[src/design/btag_pkg.sv]
package btag_pkg;

  // Fixed point format of coordinates and weights
  localparam int FRAC_BITS = 16;
  localparam int COORD_W   = 18;
  localparam int CLAMP_W   = FRAC_BITS + 1;
  localparam int WGT_W     = 17;
  localparam int IDX_W     = 26;

  localparam logic [CLAMP_W-1:0] ONE_FX  = {1'b1, {FRAC_BITS{1'b0}}};
  localparam logic [CLAMP_W-1:0] HALF_FX = {2'b01, {(FRAC_BITS-1){1'b0}}};

  // Configuration port
  localparam int CFG_W     = 13;
  localparam int CFG_IDX_W = 2;
  localparam int STRIDE_CFG_W = 3;
  localparam logic [CFG_IDX_W-1:0] CFG_IMAGE_WIDTH  = 2'd0;
  localparam logic [CFG_IDX_W-1:0] CFG_IMAGE_HEIGHT = 2'd1;
  localparam logic [CFG_IDX_W-1:0] CFG_PIXEL_STRIDE = 2'd2;

  // Stream layout
  localparam int IN_TDATA_W  = 40;
  localparam int OUT_TDATA_W = 144;
  localparam int OFS_MAIN    = 0;
  localparam int OFS_HOR     = OFS_MAIN + IDX_W;
  localparam int OFS_VER     = OFS_HOR + IDX_W;
  localparam int OFS_DIAG    = OFS_VER + IDX_W;
  localparam int OFS_WS      = OFS_DIAG + IDX_W;
  localparam int OFS_WT      = OFS_WS + WGT_W;
  localparam int OUT_USED_W  = OFS_WT + WGT_W;

  // Pipeline depth
  localparam int NSTG = 5;

  // Neighbor direction on one axis
  typedef enum logic [1:0] {
    NBR_NONE = 2'b00,
    NBR_PREV = 2'b01,
    NBR_NEXT = 2'b10
  } nbr_dir_t;

  // Per-stage load enables
  typedef struct packed {
    logic s1;
    logic s2;
    logic s3;
    logic s4;
    logic s5;
  } stage_en_t;

endpackage

[src/design/bilinear_texel_address_gen.sv]
// Channel | Dir | Contents
// in_     | in  | in_tdata: coord_s, coord_t (signed Q1.16)
// out_    | out | out_tdata: four element indices, weight_s, weight_t
// cfg_    | in  | write port: image_width, image_height, pixel_stride
//
// Five register stages; out_tvalid is the valid bit of the last one, so an item
// can leave only after passing through every stage.
// One item per cycle while not stalled; at most one multiply per stage and axis.
// A stage loads whenever it is empty or the stage after it moves, so bubbles
// close up while the output is stalled. Reset (synchronous) empties the
// pipeline and sets width, height and stride to 1; no clearing pass is needed.
module bilinear_texel_address_gen #(
  parameter int MAX_DIM    = 4096,
  parameter int MAX_STRIDE = 4
) (
  input  logic                                 clk,
  input  logic                                 rst_n,
  // coord_s [17:0], coord_t [35:18], zero fill [39:36]
  input  logic [btag_pkg::IN_TDATA_W-1:0]      in_tdata,
  input  logic                                 in_tvalid,
  output logic                                 in_tready,
  // index_main [25:0], index_horizontal [51:26], index_vertical [77:52],
  // index_diagonal [103:78], weight_s [120:104], weight_t [137:121], zeros [143:138]
  output logic [btag_pkg::OUT_TDATA_W-1:0]     out_tdata,
  output logic                                 out_tvalid,
  input  logic                                 out_tready,
  input  logic                                 cfg_we,
  input  logic [btag_pkg::CFG_IDX_W-1:0]       cfg_index,
  input  logic [btag_pkg::CFG_W-1:0]           cfg_wdata
);

  localparam int DIM_W = $clog2(MAX_DIM + 1);
  localparam int TX_W  = $clog2(MAX_DIM);
  localparam int ST_W  = $clog2(MAX_STRIDE + 1);
  localparam int ROW_W = DIM_W + ST_W;
  localparam int NS    = btag_pkg::NSTG;

  // Configuration, stored already clamped to the legal range
  logic [DIM_W-1:0]           width_r, height_r, dim_nxt;
  logic [ST_W-1:0]            stride_r, stride_nxt;
  logic [btag_pkg::IDX_W-1:0] row_r;
  logic [btag_pkg::STRIDE_CFG_W-1:0] stride_raw;

  always_comb begin
    if (cfg_wdata == '0) begin
      dim_nxt = DIM_W'(1);
    end else if (32'(cfg_wdata) > MAX_DIM) begin
      dim_nxt = DIM_W'(MAX_DIM);
    end else begin
      dim_nxt = DIM_W'(cfg_wdata);
    end
    stride_raw = cfg_wdata[btag_pkg::STRIDE_CFG_W-1:0];
    if (stride_raw == '0) begin
      stride_nxt = ST_W'(1);
    end else if (32'(stride_raw) > MAX_STRIDE) begin
      stride_nxt = ST_W'(MAX_STRIDE);
    end else begin
      stride_nxt = ST_W'(stride_raw);
    end
  end

  always_ff @(posedge clk) begin
    if (!rst_n) begin
      width_r  <= DIM_W'(1);
      height_r <= DIM_W'(1);
      stride_r <= ST_W'(1);
    end else if (cfg_we) begin
      unique case (cfg_index)
        btag_pkg::CFG_IMAGE_WIDTH:  width_r  <= dim_nxt;
        btag_pkg::CFG_IMAGE_HEIGHT: height_r <= dim_nxt;
        btag_pkg::CFG_PIXEL_STRIDE: stride_r <= stride_nxt;
        default: ;
      endcase
    end
  end

  // Row pitch in elements, follows the configuration
  always_ff @(posedge clk) begin
    row_r <= btag_pkg::IDX_W'(ROW_W'(stride_r) * ROW_W'(width_r));
  end

  // Valid chain and per-stage load enables
  logic [NS:1] valid_r, valid_nxt, rdy;
  btag_pkg::stage_en_t en;

  always_comb begin
    rdy[NS] = !valid_r[NS] || out_tready;
    for (int i = NS - 1; i >= 1; i--) begin
      rdy[i] = !valid_r[i] || rdy[i+1];
    end
    valid_nxt = valid_r;
    if (rdy[1]) begin
      valid_nxt[1] = in_tvalid;
    end
    for (int i = 2; i <= NS; i++) begin
      if (rdy[i]) begin
        valid_nxt[i] = valid_r[i-1];
      end
    end
    en.s1 = rdy[1];
    en.s2 = rdy[2];
    en.s3 = rdy[3];
    en.s4 = rdy[4];
    en.s5 = rdy[5];
  end

  always_ff @(posedge clk) begin
    if (!rst_n) begin
      valid_r <= '0;
    end else begin
      valid_r <= valid_nxt;
    end
  end

  assign in_tready  = rdy[1];
  assign out_tvalid = valid_r[NS];

  // Datapath
  logic signed [btag_pkg::COORD_W-1:0] coord_s, coord_t;
  logic [TX_W-1:0]                     tx, ty;
  logic [btag_pkg::WGT_W-1:0]          ws, wt;
  btag_pkg::nbr_dir_t                  ds, dt;
  logic [btag_pkg::IDX_W-1:0]          idx_main, idx_hor, idx_ver, idx_diag;
  logic [btag_pkg::WGT_W-1:0]          weight_s, weight_t;

  assign coord_s = in_tdata[0 +: btag_pkg::COORD_W];
  assign coord_t = in_tdata[btag_pkg::COORD_W +: btag_pkg::COORD_W];

  btag_axis #(.MAX_DIM(MAX_DIM)) u_axis_s (
    .clk    (clk),
    .en     (en),
    .coord  (coord_s),
    .size   (width_r),
    .texel  (tx),
    .weight (ws),
    .dir    (ds)
  );

  btag_axis #(.MAX_DIM(MAX_DIM)) u_axis_t (
    .clk    (clk),
    .en     (en),
    .coord  (coord_t),
    .size   (height_r),
    .texel  (ty),
    .weight (wt),
    .dir    (dt)
  );

  btag_index #(.MAX_DIM(MAX_DIM), .MAX_STRIDE(MAX_STRIDE)) u_index (
    .clk              (clk),
    .en               (en),
    .tx               (tx),
    .ty               (ty),
    .ws               (ws),
    .wt               (wt),
    .ds               (ds),
    .dt               (dt),
    .width            (width_r),
    .stride           (stride_r),
    .row              (row_r),
    .index_main       (idx_main),
    .index_horizontal (idx_hor),
    .index_vertical   (idx_ver),
    .index_diagonal   (idx_diag),
    .weight_s         (weight_s),
    .weight_t         (weight_t)
  );

  assign out_tdata = {
    {(btag_pkg::OUT_TDATA_W - btag_pkg::OUT_USED_W){1'b0}},
    weight_t, weight_s, idx_diag, idx_ver, idx_hor, idx_main
  };

endmodule

[src/design/btag_axis.sv]
// One axis: clamp, scale by image size (stage 1), texel/weight/neighbor (stage 2).
module btag_axis #(
  parameter int MAX_DIM = 4096,
  localparam int DIM_W = $clog2(MAX_DIM + 1),
  localparam int TX_W  = $clog2(MAX_DIM)
) (
  input  logic                                clk,
  input  btag_pkg::stage_en_t                 en,
  input  logic signed [btag_pkg::COORD_W-1:0] coord,
  input  logic [DIM_W-1:0]                    size,
  output logic [TX_W-1:0]                     texel,
  output logic [btag_pkg::WGT_W-1:0]          weight,
  output btag_pkg::nbr_dir_t                  dir
);

  localparam int P_W = btag_pkg::CLAMP_W + DIM_W;

  logic [btag_pkg::CLAMP_W-1:0] cc;
  logic [P_W-1:0]               prod_nxt, prod_r;
  logic [DIM_W-1:0]             t_raw, size_m1, t_cl;
  logic                         hit_top;
  logic [btag_pkg::CLAMP_W-1:0] frac, ctr_gap;
  logic [TX_W-1:0]              texel_nxt, texel_r;
  logic [btag_pkg::WGT_W-1:0]   weight_nxt, weight_r;
  btag_pkg::nbr_dir_t           dir_nxt, dir_r;

  // Stage 1: clamp to 0..1.0 and scale to pixel units
  always_comb begin
    if (coord[btag_pkg::COORD_W-1]) begin
      cc = '0;
    end else if (coord[btag_pkg::COORD_W-2:0] > btag_pkg::ONE_FX) begin
      cc = btag_pkg::ONE_FX;
    end else begin
      cc = coord[btag_pkg::COORD_W-2:0];
    end
    prod_nxt = P_W'(cc) * P_W'(size);
  end

  always_ff @(posedge clk) begin
    if (en.s1) begin
      prod_r <= prod_nxt;
    end
  end

  // Stage 2: integer part held to size-1; fraction becomes 1.0 at the top edge
  always_comb begin
    t_raw   = prod_r[btag_pkg::FRAC_BITS +: DIM_W];
    size_m1 = size - DIM_W'(1);
    hit_top = t_raw > size_m1;
    t_cl    = hit_top ? size_m1 : t_raw;
    frac    = hit_top ? btag_pkg::ONE_FX : {1'b0, prod_r[btag_pkg::FRAC_BITS-1:0]};
    ctr_gap = (frac >= btag_pkg::HALF_FX) ? frac - btag_pkg::HALF_FX
                                          : btag_pkg::HALF_FX - frac;
    weight_nxt = btag_pkg::WGT_W'(btag_pkg::ONE_FX - ctr_gap);
    texel_nxt  = t_cl[TX_W-1:0];
    priority if (frac < btag_pkg::HALF_FX && t_cl != '0) begin
      dir_nxt = btag_pkg::NBR_PREV;
    end else if (frac > btag_pkg::HALF_FX && t_cl != size_m1) begin
      dir_nxt = btag_pkg::NBR_NEXT;
    end else begin
      dir_nxt = btag_pkg::NBR_NONE;
    end
  end

  always_ff @(posedge clk) begin
    if (en.s2) begin
      texel_r  <= texel_nxt;
      weight_r <= weight_nxt;
      dir_r    <= dir_nxt;
    end
  end

  assign texel  = texel_r;
  assign weight = weight_r;
  assign dir    = dir_r;

endmodule

[src/design/btag_index.sv]
// Element indices: linear pixel (stage 3), times stride (stage 4), neighbors (stage 5).
module btag_index #(
  parameter int MAX_DIM    = 4096,
  parameter int MAX_STRIDE = 4,
  localparam int DIM_W = $clog2(MAX_DIM + 1),
  localparam int TX_W  = $clog2(MAX_DIM),
  localparam int ST_W  = $clog2(MAX_STRIDE + 1)
) (
  input  logic                             clk,
  input  btag_pkg::stage_en_t              en,
  input  logic [TX_W-1:0]                  tx,
  input  logic [TX_W-1:0]                  ty,
  input  logic [btag_pkg::WGT_W-1:0]       ws,
  input  logic [btag_pkg::WGT_W-1:0]       wt,
  input  btag_pkg::nbr_dir_t               ds,
  input  btag_pkg::nbr_dir_t               dt,
  input  logic [DIM_W-1:0]                 width,
  input  logic [ST_W-1:0]                  stride,
  input  logic [btag_pkg::IDX_W-1:0]       row,
  output logic [btag_pkg::IDX_W-1:0]       index_main,
  output logic [btag_pkg::IDX_W-1:0]       index_horizontal,
  output logic [btag_pkg::IDX_W-1:0]       index_vertical,
  output logic [btag_pkg::IDX_W-1:0]       index_diagonal,
  output logic [btag_pkg::WGT_W-1:0]       weight_s,
  output logic [btag_pkg::WGT_W-1:0]       weight_t
);

  localparam int LIN_W = TX_W + DIM_W;
  localparam int MUL_W = LIN_W + ST_W;
  localparam int IW    = btag_pkg::IDX_W;

  logic [LIN_W-1:0]           lin_nxt, lin_r;
  logic [IW-1:0]              main_nxt, main_r;
  logic [btag_pkg::WGT_W-1:0] ws3_r, wt3_r, ws4_r, wt4_r;
  btag_pkg::nbr_dir_t         ds3_r, dt3_r, ds4_r, dt4_r;
  logic [IW-1:0]              hoff, voff, st_ext;
  logic [IW-1:0]              main5_r, hor_r, ver_r, diag_r;
  logic [btag_pkg::WGT_W-1:0] ws5_r, wt5_r;

  // Stage 3: pixel number in the image
  assign lin_nxt = LIN_W'(ty) * LIN_W'(width) + LIN_W'(tx);

  always_ff @(posedge clk) begin
    if (en.s3) begin
      lin_r <= lin_nxt;
      ws3_r <= ws;
      wt3_r <= wt;
      ds3_r <= ds;
      dt3_r <= dt;
    end
  end

  // Stage 4: scale to element index, modulo the index width
  assign main_nxt = IW'(MUL_W'(lin_r) * MUL_W'(stride));

  always_ff @(posedge clk) begin
    if (en.s4) begin
      main_r <= main_nxt;
      ws4_r  <= ws3_r;
      wt4_r  <= wt3_r;
      ds4_r  <= ds3_r;
      dt4_r  <= dt3_r;
    end
  end

  // Stage 5: signed neighbor offsets, wrapping in the index width
  assign st_ext = IW'(stride);

  always_comb begin
    unique case (ds4_r)
      btag_pkg::NBR_PREV: hoff = '0 - st_ext;
      btag_pkg::NBR_NEXT: hoff = st_ext;
      default:            hoff = '0;
    endcase
    unique case (dt4_r)
      btag_pkg::NBR_PREV: voff = '0 - row;
      btag_pkg::NBR_NEXT: voff = row;
      default:            voff = '0;
    endcase
  end

  always_ff @(posedge clk) begin
    if (en.s5) begin
      main5_r <= main_r;
      hor_r   <= main_r + hoff;
      ver_r   <= main_r + voff;
      diag_r  <= main_r + voff + hoff;
      ws5_r   <= ws4_r;
      wt5_r   <= wt4_r;
    end
  end

  assign index_main       = main5_r;
  assign index_horizontal = hor_r;
  assign index_vertical   = ver_r;
  assign index_diagonal   = diag_r;
  assign weight_s         = ws5_r;
  assign weight_t         = wt5_r;

endmodule

[config.mk]
export PLATFORM = sky130hd
export DESIGN_NAME = bilinear_texel_address_gen
export DESIGN_NICKNAME = d
export VERILOG_FILES = /design/src/design/btag_pkg.sv /design/src/design/bilinear_texel_address_gen.sv /design/src/design/btag_axis.sv /design/src/design/btag_index.sv
export SDC_FILE = /design/constraint.sdc
export NUM_CORES = 2
export LEC_CHECK = 0
export ABC_AREA = 1
export CORE_ASPECT_RATIO = 1.75
export CORE_MARGIN = 10
export CORE_UTILIZATION = 50
export DETAILED_ROUTE_END_ITERATION = 16
export DONT_BUFFER_PORTS = 1
export PLACE_DENSITY_LB_ADDON = 0.1
export SKIP_CTS_REPAIR_TIMING = 1
export SLEW_MARGIN = 20
export SYNTH_ARGS = -nofsm -noshare
export SYNTH_HDL_FRONTEND = slang
export SYNTH_SLANG_ARGS = --single-unit
[constraint.sdc]
create_clock -name clk -period 11.7 [get_ports clk]
set_clock_uncertainty 0.15 [all_clocks]
set_input_delay 1.17 -clock clk [delete_from_list [all_inputs] [get_ports clk]]
set_output_delay 1.17 -clock clk [all_outputs]
set_load 0.01 [all_outputs]
==> metrics.yaml <==
worst_setup_path:
  worst-path-max-fanout: 11
  rrSetupSlack_ps: 4820
  rr_startpoint: "height_r[3]"
  crit_type: "in2reg"
  crit_path_start_kind: "primary input"
  crit_required_ps: 11900
  crit_path_start: "in_tdata[2]"
  endpoint_kind: "flop"
  r2r_end: "u_axis_t.prod_r[27]"
  cp_data_arrival_time_ps: 8310
  r2r_cells: 23
hold_path:
  holdPathEnd: "u_index.weight_s[15]"
  hold_depth: 0
  hp-class: "reg2reg"
  min_from: "u_index.ws4_r[15]"
yosys:
  synth_compound_area_share_pct: 7.154
  synthMuxAreaShare_pct: 0
  synthSimpleGateAreaFrac_pct: 15.97
  synth.top_cell.area_share_pct: 26.66
  ys_seq_area_share_pct: 28.97
  yosys_warnings: 0
  synth_top_area_cell: "edfxtp_1"
  synth_edf_count: 385
  async_flop_share_pct: 0
  synthXorXnorAreaFrac_pct: 4.646
  synth_top_family_by_area: "adder cells"
  synth_fa_ha_area_share_pct: 33.06
  netlist_area_mm2: 0.04336
  synth_flop_cell: "edfxtp_1"
  yosysUniqueCellTypes: 57
  syn_avg_cell_area_um2: 8.849
  synth_seq_cells: 435
  ys_top_cells_by_area: "edfxtp_1 (27%), fa_1 (23%), ha_1 (11%), inv_1 (8.7%), nand2_1 (8.6%)"
  syn_inst: 4900
clocking:
  tritoncts: "built"
  clockRootBuffer: "clkbuf_16"
  numCtsBuffers: 44
  htree_num_levels: 2
  cts.sink_count: 435
  clk_path_buf_depth: 3
  clk_latency_ps: 620
  clkTransAtPathRegs_ps: 70
global_routing:
  grt_max_degree: 74
  grt_first_pass_wirelength_mm: 179.8
  grt_pass1_vias: 34160
  grtUsageTotal_pct: 22.96
  antenna_found_initial: 0
  overflow: 0
timing:
  fin_tns_setup_ps: 0
  holdWs_ps: 261.0
  worst_slack_ps: 3597
  period_minus_slack_ps: 8103
  finalSetupViolCount: 0
  rsz0062_at_grt: "false"
  max_freq_mhz: 123.4
  post-route-period-util_pct: 69.25
  slew_headroom_pct: 29.16
  hold_violations: 0
  worst_slew_pin_slew_ps: 1055
  slew_violations: 0
route:
  drt_pre_antenna_iters: 7
  vias_per_cell: 5.299
  drtIter0Drc: 1528
  detail-route-antenna-nets: 0
  drt-total-wl_mm: 112.8
  vias: 32110
  route.detailed.drc: 0
  drt-wirelength-per-cell_um: 18.62
finish:
  fin_util_pct: 53.72
  final_layout_size_suffix_gt1_share_pct: 4.036
  final_common_cell: "inv_1"
  final_cell_mix: "inv_1 (1,000), nand2_1 (991), fa_1 (488), edfxtp_1 (385), nor2_1 (384)"
  fillers: 8001
  syn_to_final_growth_pct: 6.320
  nNetsFinal: 5784
pwr:
  seq_power_share_pct: 38.6
  p_per_area_mw_per_mm2: 162.6
  cellLeakagePower_nw: 22.89
  pwr-share-comb_pct: 42.1
  internal_power_w: 0.004363
  ir_drop_uv: 107.2
  power_switching_w: 0.003133
  switching_share_pct: 41.80
  pwr-share-clk_pct: 19.3
floorplan:
  chipWidth_um: 242.6
  io_pins: 206
  die-area_mm2: 0.09936
  initial_core_util_pct: 50.52
  core_area_mm2: 0.08581
  chipHeight_um: 409.6
  std_cell_rows: 142
placement:
  hpwl_mm: 92.07
  numPortBuffers: 0
  gp_congestion: 0.9082
  place_ws_ps: 3006
flow_run:
  maxCapViolations: 0
status:
  run_status: "complete, no violations"
synthesized netlist by cell type (9+ instances only):
library cell,n
nor2_2,10
nor3_1,47
o211ai_1,9
nand2_2,23
edfxtp_1,385
o21bai_1,20
a21o_1,13
nand2_1,992
nor4_1,21
o21ai_1,16
nor2_1,384
o21ai_0,154
nand4_1,28
fa_1,488
inv_1,1004
nand3_1,142
clkbuf_1,87
xnor2_1,82
xor2_1,148
clkinv_1,11
ha_1,365
a21oi_1,258
buf_1,14
a31oi_1,16
dfxtp_1,50
inv_2,13
nand3b_1,11
flip-flops by register name, indices dropped and copies added (netlist names), 25 cells and up:
| register | flops |
|---|---|
| u_axis_s.prod_r | 29 |
| u_axis_t.prod_r | 29 |
| u_index.index_diagonal | 26 |
| u_index.index_horizontal | 26 |
| u_index.index_main | 26 |
| u_index.index_vertical | 26 |
| u_index.main_r | 26 |
| u_index.lin_r | 25 |
worst max path at each step:
stage | cells past startpoint | endpoint | slack (ps)
floorplan | 8 | in_tready | 2070
global placement | 27 | u_axis_s.prod_r[21] | 3100
detailed placement | 27 | u_axis_s.prod_r[21] | 3010
CTS | 27 | u_axis_s.prod_r[21] | 3640
global route | 27 | u_axis_s.prod_r[21] | 3000
finish | 27 | u_axis_s.prod_r[21] | 3600
power groups by stage:
stage	clock network (W)	logic (W)	registers [W]
floorplan	0	0.00244	0.00273
global placement	0	0.00311	0.00294
detailed placement	0	0.00316	0.00295
CTS	0.00148	0.00317	0.00291
global route	0.00155	0.00358	0.00295
finish	0.00145	0.00316	0.00289
worst max-delay path, cell delays in order:
cell and delay, ps:
nor4_1 680, a41oi_1 210, nor2_1 280, inv_1 260
nor2_1 670, inv_1 290, nor2_1 220, fa_1 450
inv_1 80, fa_1 410, inv_1 90, fa_1 440
inv_1 100, fa_1 410, fa_1 500, inv_1 40
ha_1 330, a21oi_1 140, inv_1 50, a31oi_1 200
o21ai_0 230, a21boi_0 320, o21ai_0 170, a21oi_1 280
nor2_1 80, nor2_1 120, xnor2_1 70
cell type report:
cell class	instances	area (um^2)	area share [%]
multi-input cells	3318	26420	57.31
clock buffers	49	1120	2.429
flip-flops and latches	435	12560	27.26
repair buffers	44	330.3	0.7166
inverters	1028	3864	8.382
well taps	1152	1441	3.127
diodes	2	5.005	0.01086
clock inverters	32	352.8	0.7654
through the flow:
stage | power, W | instance area (um^2) | instances
after CTS | 0.007573 | 46090 | 6058
after global routing | 0.008079 | 46090 | 6058
final | 0.007496 | 46100 | 6060
after floorplan | 0.005171 | 43380 | 4905
after global placement | 0.006049 | 44620 | 5977
after detailed placement | 0.006112 | 44620 | 5977
cell families after synthesis:
logic type / Yosys count
simple gates: 1682
buf+inv: 1152
fa+ha+maj: 853
compound gates: 547
flops: 435
xor+xnor: 230
other cells: 1
per-layer routing:
layer,track usage (%),share of wire (%),up-vias
met2,45.54,55,865
met1,22.58,35,15620
met5,0,0,-
met4,12.46,5.9,0
li1,-,-,15320
met3,2.613,4.2,304
Power figures use the tool's default switching activity.
